`config.mk`:
```
export PLATFORM = sky130hd
export DESIGN_NAME = ffpa_cell
export DESIGN_NICKNAME = d
export VERILOG_FILES = /design/src/design/ffpa_pkg.sv /design/src/design/ffpa_cell.sv
export SDC_FILE = /design/constraint.sdc
export NUM_CORES = 1
export LEC_CHECK = 0
export BUFFER_PORTS_ARGS = -buffer_cell sky130_fd_sc_hd__buf_2
export CELL_PAD_IN_SITES_DETAIL_PLACEMENT = 0
export CELL_PAD_IN_SITES_GLOBAL_PLACEMENT = 2
export CORE_MARGIN = 3
export CORE_UTILIZATION = 22
export DETAILED_ROUTE_END_ITERATION = 8
export PLACE_DENSITY_LB_ADDON = 0.1
export SLEW_MARGIN = 20
export SYNTH_ARGS = -nofsm -noshare
export SYNTH_HDL_FRONTEND = slang
export SYNTH_SLANG_ARGS = --single-unit
```
`constraint.sdc`:
```
create_clock -name i_clk -period 2.3 [get_ports i_clk]
set_input_delay 0.46 -clock i_clk [delete_from_list [all_inputs] [get_ports i_clk]]
set_output_delay 0.46 -clock i_clk [all_outputs]
set_load 0.02 [all_outputs]
```
`src/design/ffpa_pkg.sv`:
```
package ffpa_pkg;

    localparam int NumCells   = 32;
    localparam int IdxW       = $clog2(NumCells);
    localparam int CntW       = $clog2(NumCells + 1);
    localparam int MaxSharers = 63;
    localparam int ShrW       = 6;
    localparam int OffW       = 31;
    localparam int KbW        = 22;

    localparam logic [KbW-1:0] KbClamped = KbW'(1887436);

    // op codes
    localparam logic [1:0] OP_ALLOC  = 2'd0;
    localparam logic [1:0] OP_ATTACH = 2'd1;
    localparam logic [1:0] OP_FREE   = 2'd2;
    localparam logic [1:0] OP_LOCK   = 2'd3;

    // result status codes
    localparam logic [3:0] ST_PLACED    = 4'd0;
    localparam logic [3:0] ST_COMPACTED = 4'd1;
    localparam logic [3:0] ST_EMPTY     = 4'd2;
    localparam logic [3:0] ST_NO_ROOM   = 4'd3;
    localparam logic [3:0] ST_ATTACHED  = 4'd4;
    localparam logic [3:0] ST_NOT_FOUND = 4'd5;
    localparam logic [3:0] ST_DROPPED   = 4'd6;
    localparam logic [3:0] ST_FREED     = 4'd7;
    localparam logic [3:0] ST_LOCKED    = 4'd8;
    localparam logic [3:0] ST_FULL      = 4'd9;

    // cell commands
    localparam logic [1:0] CMD_HOLD  = 2'd0;
    localparam logic [1:0] CMD_LEFT  = 2'd1;
    localparam logic [1:0] CMD_RIGHT = 2'd2;
    localparam logic [1:0] CMD_LOAD  = 2'd3;

    typedef struct packed {
        logic [OffW-1:0] start;
        logic [OffW-1:0] len;
        logic [ShrW-1:0] shr;
        logic            lck;
    } t_chunk;

    typedef struct packed {
        logic [1:0] cmd;
        t_chunk     wdata;
    } t_cell_ctl;

endpackage

```
`src/design/ffpa_cell.sv`:
```
module ffpa_cell (
    input  logic               i_clk,
    input  ffpa_pkg::t_cell_ctl i_ctl,
    input  ffpa_pkg::t_chunk    i_left,
    input  ffpa_pkg::t_chunk    i_right,
    output ffpa_pkg::t_chunk    o_q
);
    import ffpa_pkg::*;

    t_chunk r_q;

    always_ff @(posedge i_clk) begin
        case (i_ctl.cmd)
            CMD_LEFT:  r_q <= i_left;
            CMD_RIGHT: r_q <= i_right;
            CMD_LOAD:  r_q <= i_ctl.wdata;
            default:   r_q <= r_q;
        endcase
    end

    assign o_q = r_q;

endmodule

```
Word level (Yosys, flattened, before mapping)
Index checks and enable logic that the tools add are counted.
W data, S select, Z words.

cells by class
  reductions and logical operators = 1
  multiplexer cells = 1
  equality and inequality tests = 3

operators with widths
  kind                  number
  $pmux W69 S3          1
  $eq A2 B2 Y1 const B  2
  $reduce_bool A3 Y1    1
  $eq A2 B1 Y1 const B  1

word-level totals
  flip-flop bits (word level) = 69
  logic and storage cells = 9
  input port bits = 210
  output and inout port bits = 69

Longest topological paths before layout
Gate-level depths: netlist of the first run.

  word-level depth = 2
  depth in mapped cells = 4
  mapped depth without buffers = 2

Worst setup path after synthesis of the first run
No wires, ideal clock.

  kind = input -> register
  start point = in i_ctl[69] (netlist name)
  end point = reg r_q, in the netlist o_q[0] (enable)
  required time = 1903 ps
  setup time = 397 ps
  stages on the path = 3
  data arrival time = 1657 ps
  slack = 246 ps
  cell sequence = buf_6 -> buf_8 -> or2_2

between the ends
  word-level cells in the longest chain between the ends = 2
  elaborated cells on any way between the ends = 4

RTL lines
  item                                                 RTL line         source
  from (decl)                                          ffpa_cell.sv:3   input ffpa_pkg::t_cell_ctl i_ctl,
  $eq A2 B2 Y1 / $eq A2 B1 Y1 (equally long branches)  ffpa_cell.sv:13  case (i_ctl.cmd)
  $reduce_bool A3 Y1 (no line) *                       -
  to (signal assigned)                                 ffpa_cell.sv:14  CMD_LEFT: r_q <= i_left;
  to (signal assigned)                                 ffpa_cell.sv:15  CMD_RIGHT: r_q <= i_right;
  to (signal assigned)                                 ffpa_cell.sv:16  CMD_LOAD: r_q <= i_ctl.wdata;
  to (decl)                                            ffpa_cell.sv:10  t_chunk r_q;

Every way passes the cells marked *; elsewhere a longest branch is shown, timed or not.
A chain may end at the register's enable or synchronous reset.

Final worst setup path of the first run
  start point = in i_ctl[69] (netlist name)
  end point = reg r_q, in the netlist o_q[58] (data pin)

between the ends
  word-level cells in the longest chain between the ends = 2
  elaborated cells on any way between the ends = 4

RTL lines
  item                                                 RTL line
  $eq A2 B2 Y1 / $eq A2 B1 Y1 (equally long branches)  ffpa_cell.sv:13
  $pmux W69 S3 *                                       ffpa_cell.sv:13

Marks and branches as above.

==> metrics.cfg, run 1 <==
[outcome]
outcome=complete, no violations

[yosys]
yosys_warnings=0
synth_cell_types=9
ys_ff_latch=69
syn-cell-area_um2=3560
netlist_instances=300
syn_avg_cell_area_um2=11.9
seq_area_frac_synth=0.582
synth_fp_nets=510

[routing]
routedWlPerCell_um=15.2
wl_met3_um=1370
wl_met2_um=6210
wl_um=12000
met1_length_um=4090
via_per_inst=4.11
antenna_left=0
drt_iter0_markers=69
drtPass1Iterations=4
vias=3237
topRoutingLayerUsed=met4
drc_errors=0

[cells_and_area]
fin_area_um2=5380
layout_common_cells=276 x buf_2, 69 x mux2i_1, 69 x nor2_1, 69 x a21oi_1, 69 x edfxtp_1
fin_cells=787
nFillCells=1659
largest_reg_flops=69
drive_gt1_frac=0.515
layout_commonest_cell=buf_2
syn2layout_area_growth_pct=51.0
nets=782
fin_util=0.346

[clock_tree]
clk_pin_slew_ns=0.06
cts_tree=done
htreeDepth=3
cts_sinks=69
postCtsSetupRepairBufs=0
cts_buffers=9
hold_buffers=0
clockRootBuffer=clkbuf_16
ctsResizeCount=0
ctsLongestPathBuffers=2

[die]
std_cell_rows=45
dieArea_um2=17800
ios=279
die_w_um=133
die_h_um=133
core_um2=15500
start_util=0.229

[timing]
slew_headroom=0.622
worst_slack_ns=0.940
maxSlewViolCount=0
finalCriticalPeriod_ns=1.36
tightest_slew_ns=0.567
rsz0062_at_grt=false
hold_violations=0
setup_viol=0
fin_setup_tns_ns=0
fmax_ghz=0.735
post-route-period-util=0.592

[placement]
place_congestion=0.755
preCtsSetupSlack_ns=0.571
dp_hpwl_um=9210
dp.cells=772
dpl-instance-area_um2=5130
io_buffer_count=278

[min_path]
min_path_type=in -> reg
whs_path_depth=3
min_from=i_left[14]

[worst_setup_path]
crit_path_start=i_ctl[69]
arrival_ns=1.41
criticalPathCategory=in -> reg
setup.worst_path.end_class=flop
crit_top_cell=buf_4
start_kind=primary input
critical_path.max_fanout=29
critical_path.cell_chain=buf_4, buf_4, mux2i_1, a21oi_1
cp_slowest_stage_delay_ns=0.45
slowest_stage=buf_4
cp.required_ns=2.35

[global_routing]
grt_max_degree=139
antenna_found_initial=1
grt_overflow=0
grt.total_usage=0.130
grt_pass1_wl_um=17500
first_global_vias=3311

[pwr]
ir_drop_uv=312
leakage_nw=2.59
powerDensity_nw_per_um2=667

[flow_run]
cap_viol_max_count=0

==> per-layer routing <==
layer,track usage,vias to the layer above
met2,0.233,167
met5,0,-
met4,0.0600,0
li1,-,1640
met1,0.125,1410
met3,0.0631,20
==> synthesized netlist by cell type (all sizes together) <==
cell type | number | area (um2)
buf | 21 | 181
mux2i | 69 | 691
or2 | 1 | 6.26
edfxtp | 69 | 2070
nor2 | 69 | 259
a21oi | 69 | 345
clkbuf | 2 | 7.51
==> worst max-delay path, delay by kind of cell <==
kind                   cells  cell delay [ns]
AO/OA/AOI/OAI              1             0.08
multiplexers               1             0.24
buffers and inverters      2             0.59
==> logic make-up (layout without fill, tap and decap cells) <==
logic type | Yosys count | in the layout | synth area share
AND/OR/NAND/NOR | 70 | 70 | 0.0745
AO/OA/AOI/OAI | 69 | 69 | 0.0969
multiplexers | 69 | 69 | 0.194
flip-flops | 69 | 69 | 0.582
buffers and inverters | 23 | 298 | 0.0530
other | 0 | 1 | 0
==> where the power goes <==
| group | internal (mW) | switching, mW |
|---|---|---|
| Combinational | 0.336 | 0.466 |
| Sequential | 1.56 | 0.0304 |
| Clock | 0.705 | 0.492 |
==> per-stage QoR <==
step	total power, mW	hold WS (ns)
3_5_place_dp	2.43	0.787
2_1_floorplan	2.06	0.690
3_3_place_gp	2.44	0.781
5_1_grt	3.76	0.442
6_report	3.59	0.451
4_1_cts	3.66	0.427
==> layout make-up <==
type,count,area (um2),share of cell area
sequential,69,2070,0.385
multi-input combinational,208,1300,0.242
antenna,1,2.50,0.000465
clock inverter,4,17.5,0.00326
timing repair buffer,284,1490,0.277
tap,211,264,0.0491
clock buffer,10,229,0.0426
==> worst paths after layout <==
check / endpoint
max: o_q[58]
min: o_q[14]
No activity file was read; power rests on OpenSTA's default activity.
==> inputs of run 2 (changes only) <==
clock period = 1.3 ns   (was 2.3 ns; I/O delays follow)
==> metrics.cfg, run 2 (same netlist as run 1, synthesis figures left out) <==
[outcome]
outcome=complete, no violations

[die]
core_um2=15500  ; unchanged
std_cell_rows=45  ; unchanged
ios=279  ; unchanged
die_h_um=133  ; unchanged
die_w_um=133  ; unchanged
start_util=0.229  ; unchanged
dieArea_um2=17800  ; unchanged

[timing]
rsz0062_at_grt=false
hold_violations=0  ; unchanged
fmax_ghz=0.867
maxSlewViolCount=0  ; unchanged
tightest_slew_ns=0.295  ; -0.272 ns
post-route-period-util=0.887
setup_viol=0  ; unchanged
finalCriticalPeriod_ns=1.15
slew_headroom=0.803  ; +0.181
timing.hold.ws_ns=0.243  ; -0.207 ns

[min_path]
min_from=i_left[10]
whs_path_depth=3  ; unchanged
min_path_type=in -> reg
hold_path_end=o_q[10]

[global_routing]
grt_pass1_wl_um=18200  ; +4.3%
grt_overflow=0  ; unchanged
grt_use_met3=0.0710  ; +0.00793
grt_max_degree=73  ; -47%
grt.total_usage=0.134  ; +0.00414
antenna_found_initial=2  ; +1
top_usage_layer=met2
grt_use_met2=0.231  ; -0.00198
use_met1=0.144  ; +0.0188
first_global_vias=3380  ; +2.1%

[routing]
routedWlPerCell_um=15.5  ; +1.6%
drt_iter0_markers=124  ; +80%
wl_um=12300  ; +2.5%
antenna_left=0  ; unchanged
drc_errors=0  ; unchanged
vias=3295  ; +1.8%
drtPass1Iterations=4  ; unchanged
via_per_inst=4.15  ; +0.89%

[cells_and_area]
fin_util=0.354  ; +0.00757
syn2layout_area_growth_pct=54.3
drive_gt1_frac=0.521  ; +0.00666
largest_reg_flops=69  ; unchanged
nets=788  ; +0.77%
n_antenna_cell=0  ; -1
nFillCells=1672  ; +0.78%
layout_common_cells=276 x buf_2, 69 x mux2i_1, 69 x nor2_1, 69 x a21oi_1, 69 x edfxtp_1
layout_commonest_cell=buf_2

[worst_setup_path]
cp_top_family=flip-flops
start_kind=flop
slowest_stage=edfxtp_1
arrival_ns=0.89  ; -0.52 ns
cp.required_ns=1.04  ; -1.31 ns
critical_path.max_fanout=1  ; -97%
setup.worst_path.end_class=primary output
cp_slowest_stage_delay_ns=0.38  ; -0.07 ns
cp_num_buf_inv=1  ; -1
criticalPathCategory=reg -> out
crit_path_start=o_q[66]
critical_path.cell_chain=buf_2

[clock_tree]
htreeDepth=3  ; unchanged
hold_buffers=0  ; unchanged
cts_tree=done
cts_sinks=69  ; unchanged
cts_buffers=9  ; unchanged
postCtsSetupRepairBufs=0  ; unchanged
clockRootBuffer=clkbuf_16
clk_pin_slew_ns=0.06  ; about the same
ctsLongestPathBuffers=2  ; unchanged
ctsResizeCount=0  ; unchanged

[flow_run]
cap_viol_max_count=0  ; unchanged

[pwr]
internal-power_mw=4.65  ; +79%
leakage_nw=2.65  ; +2.2%
p_sw_mw=1.84  ; +86%
clockPowerShare=0.340  ; +0.006
powerDensity_nw_per_um2=1180  ; +77%
ir_drop_uv=566  ; +81%
comb_power_share=0.226  ; +0.002
pwr-share-seq=0.433  ; -0.010
switching_share=0.283  ; +0.00757

[placement]
io_buffer_count=278  ; unchanged
dp_hpwl_um=9670  ; +5.0%
place_congestion=0.747  ; -1.2%

-- run 2: changes by cell type in the layout (fill, tap and decap cells not counted) --
cell / previous run / this run
clkinvlp_4: 0 / 1
clkinv_2: 2 / 3
buf_4: 4 / 5
diode_2: 1 / 0
buf_12: 4 / 9
-- run 2: metal layers --
| layer | vias up | routed length, um |
|---|---|---|
| li1 | 1654 | - |
| met1 | 1447 | 4710 |
| met2 | 176 | 5990 |
| met3 | 14 | 1420 |
| met4 | 4 | 135 |
| met5 | - | 23 |
-- run 2: how the worst max path moves through the flow --
stage | to | slack (ns) | depth (start not counted)
finish | o_q[66] | 0.15 | 1
global route | o_q[66] | 0.09 | 1
CTS | o_q[66] | 0.1 | 1
global placement | o_q[1] | -0.04 | 4
detailed placement | o_q[1] | -0.06 | 4
floorplan | o_q[0] | -0.18 | 3
-- run 2: through the flow --
| stage | total power, mW | instance area [um2] | std cells | setup slack [ns] | TNS (ns) |
|---|---|---|---|---|---|
| after global placement | 4.34 | 5240 | 778 | -0.0398 | -0.107 |
| final | 6.48 | 5500 | 794 | 0.147 | 0 |
| after floorplan | 3.65 | 3570 | 300 | -0.181 | -12.46 |
| after CTS | 6.63 | 5500 | 794 | 0.0983 | 0 |
| after global routing | 6.83 | 5500 | 794 | 0.0948 | 0 |
| after detailed placement | 4.36 | 5240 | 778 | -0.0553 | -0.473 |
-- run 2: final cells by class --
class	instances	area [um2]	share of cell area
multi-input combinational	208	1300	0.237
clock buffer	10	229	0.0416
sequential	69	2070	0.377
tap	211	264	0.0480
clock inverter	6	30.0	0.00546
timing repair buffer	290	1600	0.291
-- run 2: power groups by stage --
stage | combinational, mW | clock, mW | sequential, mW
floorplan | 0.436 | 0 | 3.22
global placement | 1.49 | 0 | 2.85
detailed placement | 1.50 | 0 | 2.86
CTS | 1.50 | 2.32 | 2.81
global route | 1.60 | 2.40 | 2.84
finish | 1.47 | 2.21 | 2.81
